$ cat src/rtl/quadrature_window_counter_top_defines.svh
// assertion macros used by the rtl top module
`ifndef QUADRATURE_WINDOW_COUNTER_TOP_DEFINES_SVH
`define QUADRATURE_WINDOW_COUNTER_TOP_DEFINES_SVH

`ifndef ASSERT_OFF

`define QWC_ASSERT(label, clk, rstn, prop, msg) \
    label: assert property (@(posedge clk) disable iff (!(rstn)) (prop)) else $error(msg);

`define QWC_ASSERT_NEXT(label, clk, rstn, ante, cons, msg) \
    label: assert property (@(posedge clk) disable iff (!(rstn)) (ante) |=> (cons)) \
        else $error(msg);

`else

`define QWC_ASSERT(label, clk, rstn, prop, msg)

`define QWC_ASSERT_NEXT(label, clk, rstn, ante, cons, msg)

`endif

`endif

$ cat src/rtl/qwc_pkg.sv
package qwc_pkg;

    localparam int CFG_BITS = 10;

    localparam logic [CFG_BITS-1:0] THRESHOLD_RESET = 10'd500;
    localparam logic [CFG_BITS-1:0] WINDOW_RESET    = 10'd50;

    localparam logic [1:0] CODE_BOTH_HIGH = 2'd3;

    typedef enum logic {
        REG_PHASE_THRESHOLD = 1'b0,
        REG_WINDOW_SAMPLES  = 1'b1
    } reg_index_t;

    typedef struct packed {
        logic [1:0] stable_code;
        logic [1:0] previous_raw_code;
    } code_state_t;

    // next code in the clockwise direction: 0 -> 1 -> 3 -> 2 -> 0
    function automatic logic [1:0] cw_next(input logic [1:0] code);
        logic [1:0] nxt;
        unique case (code)
            2'd0: nxt = 2'd1;
            2'd1: nxt = 2'd3;
            2'd2: nxt = 2'd0;
            2'd3: nxt = 2'd2;
            default: nxt = 2'd0;
        endcase
        return nxt;
    endfunction

endpackage

$ cat src/rtl/qwc_step.sv
module qwc_step #(
    parameter int SAMPLE_BITS = 10,
    parameter int COUNT_BITS  = 11
) (
    input  logic [SAMPLE_BITS-1:0]        sample_a,
    input  logic [SAMPLE_BITS-1:0]        sample_b,
    input  logic [qwc_pkg::CFG_BITS-1:0]  phase_threshold,
    input  logic [qwc_pkg::CFG_BITS-1:0]  window_samples,
    input  qwc_pkg::code_state_t          codes,
    input  logic signed [COUNT_BITS-1:0]  acc,
    input  logic [qwc_pkg::CFG_BITS-1:0]  pos,
    output qwc_pkg::code_state_t          codes_next,
    output logic signed [COUNT_BITS-1:0]  acc_next,
    output logic [qwc_pkg::CFG_BITS-1:0]  pos_next,
    output logic                          emit,
    output logic signed [COUNT_BITS-1:0]  report
);

    localparam int CMP_BITS = (SAMPLE_BITS > qwc_pkg::CFG_BITS) ? SAMPLE_BITS
                                                                : qwc_pkg::CFG_BITS;
    localparam logic signed [COUNT_BITS-1:0] CNT_MAX = {1'b0, {(COUNT_BITS-1){1'b1}}};
    localparam logic signed [COUNT_BITS-1:0] CNT_MIN = {1'b1, {(COUNT_BITS-1){1'b0}}};

    logic [CMP_BITS-1:0]          a_ext;
    logic [CMP_BITS-1:0]          b_ext;
    logic [CMP_BITS-1:0]          thr_ext;
    logic [1:0]                   raw;
    logic                         take;
    logic                         step_up;
    logic                         step_dn;
    logic signed [COUNT_BITS-1:0] acc_step;
    logic [qwc_pkg::CFG_BITS-1:0] win;
    logic [qwc_pkg::CFG_BITS-1:0] pos_inc;

    always_comb begin
        a_ext   = CMP_BITS'(sample_a);
        b_ext   = CMP_BITS'(sample_b);
        thr_ext = CMP_BITS'(phase_threshold);
        raw     = {b_ext > thr_ext, a_ext > thr_ext};

        take    = (raw == codes.previous_raw_code) && (raw != codes.stable_code);
        step_up = take && (qwc_pkg::cw_next(codes.stable_code) == raw);
        step_dn = take && !step_up && (qwc_pkg::cw_next(raw) == codes.stable_code);

        acc_step = acc;
        if (step_up && (acc != CNT_MAX)) begin
            acc_step = acc + COUNT_BITS'(1);
        end else if (step_dn && (acc != CNT_MIN)) begin
            acc_step = acc - COUNT_BITS'(1);
        end

        codes_next.stable_code       = take ? raw : codes.stable_code;
        codes_next.previous_raw_code = raw;

        // a zero window acts as one sample
        win     = (window_samples == '0) ? qwc_pkg::CFG_BITS'(1) : window_samples;
        pos_inc = pos + qwc_pkg::CFG_BITS'(1);
        emit    = (pos_inc >= win);

        report   = acc_step;
        acc_next = emit ? '0 : acc_step;
        pos_next = emit ? '0 : pos_inc;
    end

endmodule

$ cat src/rtl/quadrature_window_counter_top.sv
// path: an input beat passes the input register and then the result register on its way to m_tdata
// throughput: one sample beat per cycle; a stall only arises when a window
// closes while the result register still holds an untaken beat
// reset: synchronous active-low aresetn; registers return to threshold 500,
// window 50, both codes high, count and window position zero
`include "quadrature_window_counter_top_defines.svh"

module quadrature_window_counter_top #(
    parameter int SAMPLE_BITS = 10,
    parameter int COUNT_BITS  = 11
) (
    input  logic                                 aclk,
    input  logic                                 aresetn,

    input  logic                                 s_tvalid,
    output logic                                 s_tready,
    input  logic [((2*SAMPLE_BITS+7)/8)*8-1:0]   s_tdata,   // sample_a, sample_b, zero pad

    output logic                                 m_tvalid,
    input  logic                                 m_tready,
    output logic [((COUNT_BITS+7)/8)*8-1:0]      m_tdata,   // net_count, zero pad

    input  logic                                 psel,
    input  logic                                 penable,
    input  logic                                 pwrite,
    input  logic [2:0]                           paddr,
    input  logic [31:0]                          pwdata,
    output logic [31:0]                          prdata,
    output logic                                 pready
);

    localparam int IN_BYTES  = (2*SAMPLE_BITS + 7) / 8;
    localparam int OUT_BYTES = (COUNT_BITS + 7) / 8;
    localparam int CFG_BITS  = qwc_pkg::CFG_BITS;

    logic [CFG_BITS-1:0]          threshold_reg;
    logic [CFG_BITS-1:0]          window_reg;
    qwc_pkg::reg_index_t          reg_sel;
    logic                         cfg_write;

    logic                         in_valid_reg;
    logic [SAMPLE_BITS-1:0]       sample_a_reg;
    logic [SAMPLE_BITS-1:0]       sample_b_reg;

    qwc_pkg::code_state_t         codes_reg;
    qwc_pkg::code_state_t         codes_next;
    logic signed [COUNT_BITS-1:0] acc_reg;
    logic signed [COUNT_BITS-1:0] acc_next;
    logic [CFG_BITS-1:0]          pos_reg;
    logic [CFG_BITS-1:0]          pos_next;
    logic                         emit;
    logic signed [COUNT_BITS-1:0] report;

    logic                         out_valid_reg;
    logic signed [COUNT_BITS-1:0] out_count_reg;
    logic                         advance;

    // config port
    assign pready    = 1'b1;
    assign reg_sel   = qwc_pkg::reg_index_t'(paddr[2]);
    assign cfg_write = psel && penable && pwrite && pready;

    always_ff @(posedge aclk) begin
        if (!aresetn) begin
            threshold_reg <= qwc_pkg::THRESHOLD_RESET;
            window_reg    <= qwc_pkg::WINDOW_RESET;
        end else if (cfg_write) begin
            unique case (reg_sel)
                qwc_pkg::REG_PHASE_THRESHOLD: threshold_reg <= pwdata[CFG_BITS-1:0];
                qwc_pkg::REG_WINDOW_SAMPLES:  window_reg    <= pwdata[CFG_BITS-1:0];
                default: ;
            endcase
        end
    end

    always_comb begin
        unique case (reg_sel)
            qwc_pkg::REG_PHASE_THRESHOLD: prdata = 32'(threshold_reg);
            qwc_pkg::REG_WINDOW_SAMPLES:  prdata = 32'(window_reg);
            default:                      prdata = '0;
        endcase
    end

    // handshake
    assign advance  = in_valid_reg && (!emit || !out_valid_reg || m_tready);
    assign s_tready = !in_valid_reg || advance;
    assign m_tvalid = out_valid_reg;
    assign m_tdata  = (OUT_BYTES*8)'($unsigned(out_count_reg));

    // input register
    always_ff @(posedge aclk) begin
        if (!aresetn) begin
            in_valid_reg <= 1'b0;
        end else if (s_tready) begin
            in_valid_reg <= s_tvalid;
        end
    end

    always_ff @(posedge aclk) begin
        if (s_tvalid && s_tready) begin
            sample_a_reg <= s_tdata[SAMPLE_BITS-1:0];
            sample_b_reg <= s_tdata[2*SAMPLE_BITS-1:SAMPLE_BITS];
        end
    end

    qwc_step #(
        .SAMPLE_BITS (SAMPLE_BITS),
        .COUNT_BITS  (COUNT_BITS)
    ) u_step (
        .sample_a        (sample_a_reg),
        .sample_b        (sample_b_reg),
        .phase_threshold (threshold_reg),
        .window_samples  (window_reg),
        .codes           (codes_reg),
        .acc             (acc_reg),
        .pos             (pos_reg),
        .codes_next      (codes_next),
        .acc_next        (acc_next),
        .pos_next        (pos_next),
        .emit            (emit),
        .report          (report)
    );

    // decoder state
    always_ff @(posedge aclk) begin
        if (!aresetn) begin
            codes_reg.stable_code       <= qwc_pkg::CODE_BOTH_HIGH;
            codes_reg.previous_raw_code <= qwc_pkg::CODE_BOTH_HIGH;
            acc_reg                     <= '0;
            pos_reg                     <= '0;
        end else if (advance) begin
            codes_reg <= codes_next;
            acc_reg   <= acc_next;
            pos_reg   <= pos_next;
        end
    end

    // result register
    always_ff @(posedge aclk) begin
        if (!aresetn) begin
            out_valid_reg <= 1'b0;
        end else if (advance && emit) begin
            out_valid_reg <= 1'b1;
        end else if (m_tready) begin
            out_valid_reg <= 1'b0;
        end
    end

    always_ff @(posedge aclk) begin
        if (advance && emit) begin
            out_count_reg <= report;
        end
    end

    `QWC_ASSERT(a_stall_holds_item, aclk, aresetn, !s_tready |-> in_valid_reg, "stall without a held beat")
    `QWC_ASSERT_NEXT(a_window_clears, aclk, aresetn, advance && emit, (pos_reg == '0) && (acc_reg == '0), "window did not clear after report")
    `QWC_ASSERT_NEXT(a_codes_idle, aclk, aresetn, !advance, $stable(codes_reg), "codes changed without a beat")

endmodule

$ cat config.mk
export PLATFORM = sky130hd
export DESIGN_NAME = quadrature_window_counter_top
export DESIGN_NICKNAME = d
export VERILOG_FILES = /design/src/rtl/qwc_pkg.sv /design/src/rtl/qwc_step.sv /design/src/rtl/quadrature_window_counter_top.sv
export VERILOG_INCLUDE_DIRS = /design/src /design/src/rtl
export SDC_FILE = /design/constraint.sdc
export NUM_CORES = 1
export LEC_CHECK = 0
export ABC_AREA = 0
export BUFFER_PORTS_ARGS = -buffer_cell sky130_fd_sc_hd__buf_2
export CORE_MARGIN = 2
export CORE_UTILIZATION = 42
export CTS_BUF_LIST = sky130_fd_sc_hd__clkbuf_8
export DETAILED_ROUTE_END_ITERATION = 10
export PLACE_DENSITY = 0.66
export SYNTH_ARGS = -nofsm -noshare
export SYNTH_HDL_FRONTEND = slang
export SYNTH_SLANG_ARGS = --single-unit
$ cat constraint.sdc
create_clock -name aclk -period 4.6 [get_ports aclk]
set_clock_uncertainty 0.2 [all_clocks]
set_input_delay 0.69 -clock aclk [delete_from_list [all_inputs] [get_ports aclk]]
set_output_delay 0.69 -clock aclk [all_outputs]
set_load 0.01 [all_outputs]
==> reports/results.ini, run 1 <==
[synthesis]
ys_ff_latch = 78
syn_area_per_cell_um2 = 9.13
synth-edff-count = 31
synth_cell_type_count = 58
synth_warnings = 0
ys_seq_area_share_pct = 41.2
syn-cell-area_um2 = 4550
postSynth.topFlopCell = dfxtp_1
postSynthCellCount = 498
async_reset_ff_share_pct = 0

[route]
avgViaCountPerCell = 5.12
vias = 3569
routed_wl_mm = 9.20
routed-wl-met2_mm = 4.03
ant_nets_after_route = 0
top_signal_layer_used = met4
post_drt_wl_per_cell_um = 13.2
drcViolationCount = 0
routedLengthMet1_mm = 4.38
wl_met3_um = 475
drtPass1Iterations = 4
initialDrtViolationCount = 126

[sta]
clock.fmax_mhz = 239
slew_viol_final = 0
setup_violations = 0
rsz0062_at_grt = no
fin_crit_ns = 4.19
final_hold_viol_count = 0
final.period_utilization_pct = 91.0
normalized_max_slew_margin_pct = 29.2
timing.setup.tns_ns = 0
worst-slew-pin-transition_ns = 1.06

[critical_path]
critical-path-top-cell-by-count = and3_1
timing.critical_path.cells = and3_1 -> and3_1 -> and3_1 -> nand3_1 -> xnor2_1 -> ha_1 -> o21a_1 -> nor3b_1 -> a211oi_1 -> buf_4 -> nand2b_1 -> or2_2 -> buf_2
worstReg2RegStart = pos_reg[0]
worstSetupPathType = reg -> out
timing.critical_path.slowest_stage_cell = dfxtp_1
slowest_delay_ns = 0.41
worstRegToRegCells = 14
critical_path.top_delay_family = simple AND/OR/NAND/NOR gates
reg2reg_slack_ns = 0.79
cp.required_ns = 3.71
worstPathMaxFanout = 6
cp_data_arrival_time_ns = 3.30
cp-start-kind = register
timing.critical_path.to_type = output pin
reg2reg_capture_point = acc_reg[6]
crit_buf_inv = 2

[power]
internal_power_w = 0.00105
p_sw_w = 0.000366
irDropWorstVdd_mv = 0.231
static_power_due_to_leakage_nw = 2.25
power.share.clock_pct = 34.7
share_comb_of_total_power_pct = 12.1
seqPwrFrac_pct = 53.2
cellPowerDensity_nw_per_um2 = 280
power.switching_fraction_pct = 25.9
total_power_w = 0.00142

[layout]
antenna_cells = 0
post_route_cells_drive_above_1_share_pct = 15.0
seq_area_um2 = 1870
final_cell_utilization_of_the_core_pct = 48.6
layout_common_cells = 74 x nand2_1, 60 x buf_2, 47 x dfxtp_1
multi_input_area_um2 = 2380
layout.cells.most_common = nand2_1
filler_cell_count = 967
finish.net_count = 655
area_growth_pct = 11.3

[place]
buffer_ports.inserted = 60
gp_congestion = 0.837
dp_hpwl_mm = 7.03

[grt]
pin_count_of_the_biggest_net_entering_global_routing = 41
gr-total-overflow = 0
grt_pass1_vias = 3269
global_route_wire_length_before_repair_mm = 15.4
grt_util_all_layers_pct = 16.9
grt_antenna_before_repair = 0

[min_path]
min_path_cells = 2
hold_path_end = threshold_reg[9]
worstHoldPathType = reg -> reg
worst_hold_startpoint = threshold_reg[9]

[clocking]
ctsRootBufferMaster = clkbuf_8
clock_tree_from_tritoncts = yes
cts.repair.resized = 0
cts_buffers = 9
worstSkewPairLatency_ns = 0.36
h-tree-depth = 3
cts_setup_buffers = 0
clkSlewWorstSetupHoldPaths_ns = 0.08
post_cts_hold_buffer_count = 0
numClockSinks = 78
cts_max_path_buffers = 2

[floorplanning]
initial_utilization_pct = 43.7
core_area_um2 = 10400
floorplan.die.width_um = 108
die_height_um = 108
die_outline_area_um2 = 11700
num_rows = 37
top_level_ports = 117

[job]
timing.max_cap.violations = 0

[run_status]
status = finished, final reports clean

==> metrics by stage <==
step | std cells | hold WS, ns | cell area [µm²] | worst slack [ns]
finish | 697 | 0.278 | 5060 | 0.412
global route | 697 | 0.287 | 5060 | 0.138
CTS | 697 | 0.282 | 5060 | 0.375
detailed placement | 681 | 0.265 | 4880 | 0.779
global placement | 681 | 0.255 | 4880 | 0.814
floorplan | 524 | 0.243 | 4650 | 0.761
==> cell type report <==
type / count / share of cell area, %
Clock inverter: 7 / 1.14
Clock buffer: 9 / 2.45
Tap cell: 136 / 3.36
Timing Repair Buffer: 65 / 6.67
Sequential cell: 78 / 37.0
Multi-Input combinational cell: 370 / 47.0
Inverter: 32 / 2.37
==> tightest hold or removal path, cell delays in order, from the launching register on <==
cell	delay, ns
dfxtp_1	0.32
nand2_1	0.05
a21boi_0	0.06
==> cell usage after synthesis (10+ instances only) <==
cell type   n  area share (%)
a21boi_0   13             2.1
and2_1     12             1.7
and3_1     11             1.5
buf_4      28             4.6
clkbuf_1   13             1.1
dfxtp_1    47              21
edfxtp_1   31              20
ha_1       33             9.1
inv_1      32             2.6
nand2_1    74             6.1
nand4_1    11             1.5
nor2_1     20             1.7
o211ai_1   15             2.5
o21ai_0    31             3.4
xor2_1     10             1.9
==> cell families after synthesis <==
logic type	synth area share, %
fa+ha+maj	9.08
simple gates	17.4
mux	1.18
other cells	0.165
flops	41.2
buf+inv	8.61
compound gates	19.0
xor+xnor	3.47
==> power groups by stage <==
stage / registers, W / logic, W / clock network [W]
global placement: 0.000769 / 0.000166 / 0
CTS: 0.000753 / 0.000171 / 0.000503
detailed placement: 0.000770 / 0.000170 / 0
finish: 0.000754 / 0.000171 / 0.000492
floorplan: 0.000765 / 0.000139 / 0
global route: 0.000756 / 0.000194 / 0.000538
==> worst max-delay path by stage <==
| stage | startpoint | endpoint | slack (ns) | cells past startpoint |
|---|---|---|---|---|
| 3_5_place_dp | pos_reg[0] | acc_reg[6] | 0.78 | 14 |
| 4_1_cts | pos_reg[0] | s_tready | 0.38 | 13 |
| 6_report | pos_reg[0] | s_tready | 0.41 | 13 |
| 5_1_grt | pos_reg[0] | s_tready | 0.14 | 13 |
| 3_3_place_gp | pos_reg[0] | acc_reg[6] | 0.81 | 14 |
| 2_1_floorplan | pos_reg[0] | out_count_reg[0] | 0.76 | 12 |
==> per-layer routing <==
metal	vias up	track usage, %
li1	1840	-
met1	1600	22.0
met2	113	26.5
met3	16	3.44
met4	0	8.61
met5	-	0
(Power assumes the default switching activity.)
==> run 2: changes to the inputs <==
- CORE_ASPECT_RATIO: not set -> 0.5
==> run 2 against run 1 <==
  * Flip-flop and latch count stayed put
  * Hold slack worse by 0.010 ns
  * Critical path type unchanged
  * Clock-buffer cell count is 2 higher
  * First-iteration DRC count is 89% higher
  * Core utilization is 0.72 points higher
  * Clock power is 21% higher
  * Largest power group unchanged
==> reports/results.ini, run 2 (synthesis results as in run 1) <==
[floorplanning]
initial_utilization_pct = 43.8
top_level_ports = 117
die_height_um = 77.6
floorplan.die.width_um = 151
die_outline_area_um2 = 11700
num_rows = 26
core_area_um2 = 10400

[power]
irDropWorstVdd_mv = 0.159
cellPowerDensity_nw_per_um2 = 297
static_power_due_to_leakage_nw = 2.26

[route]
ant_nets_after_route = 0
routed_wl_mm = 9.41
avgViaCountPerCell = 5.07
drtPass1Iterations = 5
initialDrtViolationCount = 238
vias = 3551
drcViolationCount = 0
post_drt_wl_per_cell_um = 13.4

[clocking]
cts.repair.resized = 0
numClockSinks = 78
cts_setup_buffers = 0
clock_tree_from_tritoncts = yes
post_cts_hold_buffer_count = 0
worstSkewPairLatency_ns = 0.37
cts_buffers = 9
clkSlewWorstSetupHoldPaths_ns = 0.08
ctsRootBufferMaster = clkbuf_8
cts_max_path_buffers = 2
h-tree-depth = 3

[place]
dpl.cell_count = 685
buffer_ports.inserted = 60
dp_hpwl_mm = 6.94
gp_congestion = 0.806

[layout]
finish.net_count = 655
layout_common_cells = 74 x nand2_1, 60 x buf_2, 47 x dfxtp_1
post_route_cells_drive_above_1_share_pct = 15.7
stdcell_count = 701
layout.cells.most_common = nand2_1
antenna_cells = 0
area_growth_pct = 12.6

[critical_path]
cp_data_arrival_time_ns = 3.30
reg2reg_slack_ns = 0.81
worstPathMaxFanout = 6
cp.required_ns = 3.71
timing.critical_path.to_type = output pin
worstSetupPathType = reg -> out
cp-start-kind = register

[sta]
worst-slew-pin-transition_ns = 0.991
rsz0062_at_grt = no
final.period_utilization_pct = 91.1
slew_viol_final = 0
setup_violations = 0
timing.setup.tns_ns = 0
clock.fmax_mhz = 239
fin_crit_ns = 4.19
final_hold_viol_count = 0
normalized_max_slew_margin_pct = 33.7

[grt]
grt_util_all_layers_pct = 16.9
grt_antenna_before_repair = 0
global_route_wire_length_before_repair_mm = 15.3
pin_count_of_the_biggest_net_entering_global_routing = 41
gr-total-overflow = 0
grt_pass1_vias = 3156

[run_status]
status = finished, final reports clean

[job]
timing.max_cap.violations = 0

[min_path]
worstHoldPathType = reg -> reg

run 2: metrics by stage:
stage	total power, W	hold slack, ns	util [%]	worst slack, ns	instance area [µm²]
after floorplan	0.000904	0.243	-	0.761	4650
after global placement	0.000937	0.253	47.1	0.880	4890
after detailed placement	0.000940	0.259	47.1	0.830	4890
after CTS	0.00154	0.270	49.3	0.405	5120
after global routing	0.00159	0.271	49.3	0.143	5120
final	0.00152	0.268	49.3	0.410	5120
run 2: final cells by class:
cell class              count  area [µm²]
fillers                  1004        5260
multi-input cells         370        2380
flip-flops and latches     78        1870
repair buffers             65         338
well taps                 140         175
clock buffers              11         151
inverters                  32         120
clock inverters             5        81.3
run 2: metal layers:
layer  global-route usage (%)  vias up  wire, µm
met3                     4.82        7       513
li1                         -     1838         -
met5                        0        -         0
met4                     5.23        0        91
met1                     23.4     1615      4730
met2                     25.5       91      4070
run 2: where the power goes:
group / internal [W] / switching (W) / total [W]
Combinational: 0.0000677 / 0.000104 / 0.000172
Sequential: 0.000740 / 0.0000141 / 0.000754
Clock: 0.000335 / 0.000261 / 0.000596
Total: 0.00114 / 0.000379 / 0.00152
run 2: path summary, 6_finish.rpt:
kind / cells after the start / to / start
setup / recovery: 13 / s_tready / pos_reg[0]
hold reg to reg: 2 / threshold_reg[3] / threshold_reg[3]
hold / removal: 2 / threshold_reg[3] / threshold_reg[3]
setup reg to reg: 14 / acc_reg[6] / pos_reg[0]
run 2: worst max-delay path: stages, from the launching register on:
cell	delay [ns]
dfxtp_1	0.41
and3_1	0.26
and3_1	0.26
and3_1	0.26
nand3_1	0.11
xnor2_1	0.16
ha_1	0.29
o21a_1	0.14
nor3b_1	0.18
a211oi_1	0.10
buf_4	0.16
nand2b_1	0.14
or2_2	0.30
buf_2	0.15
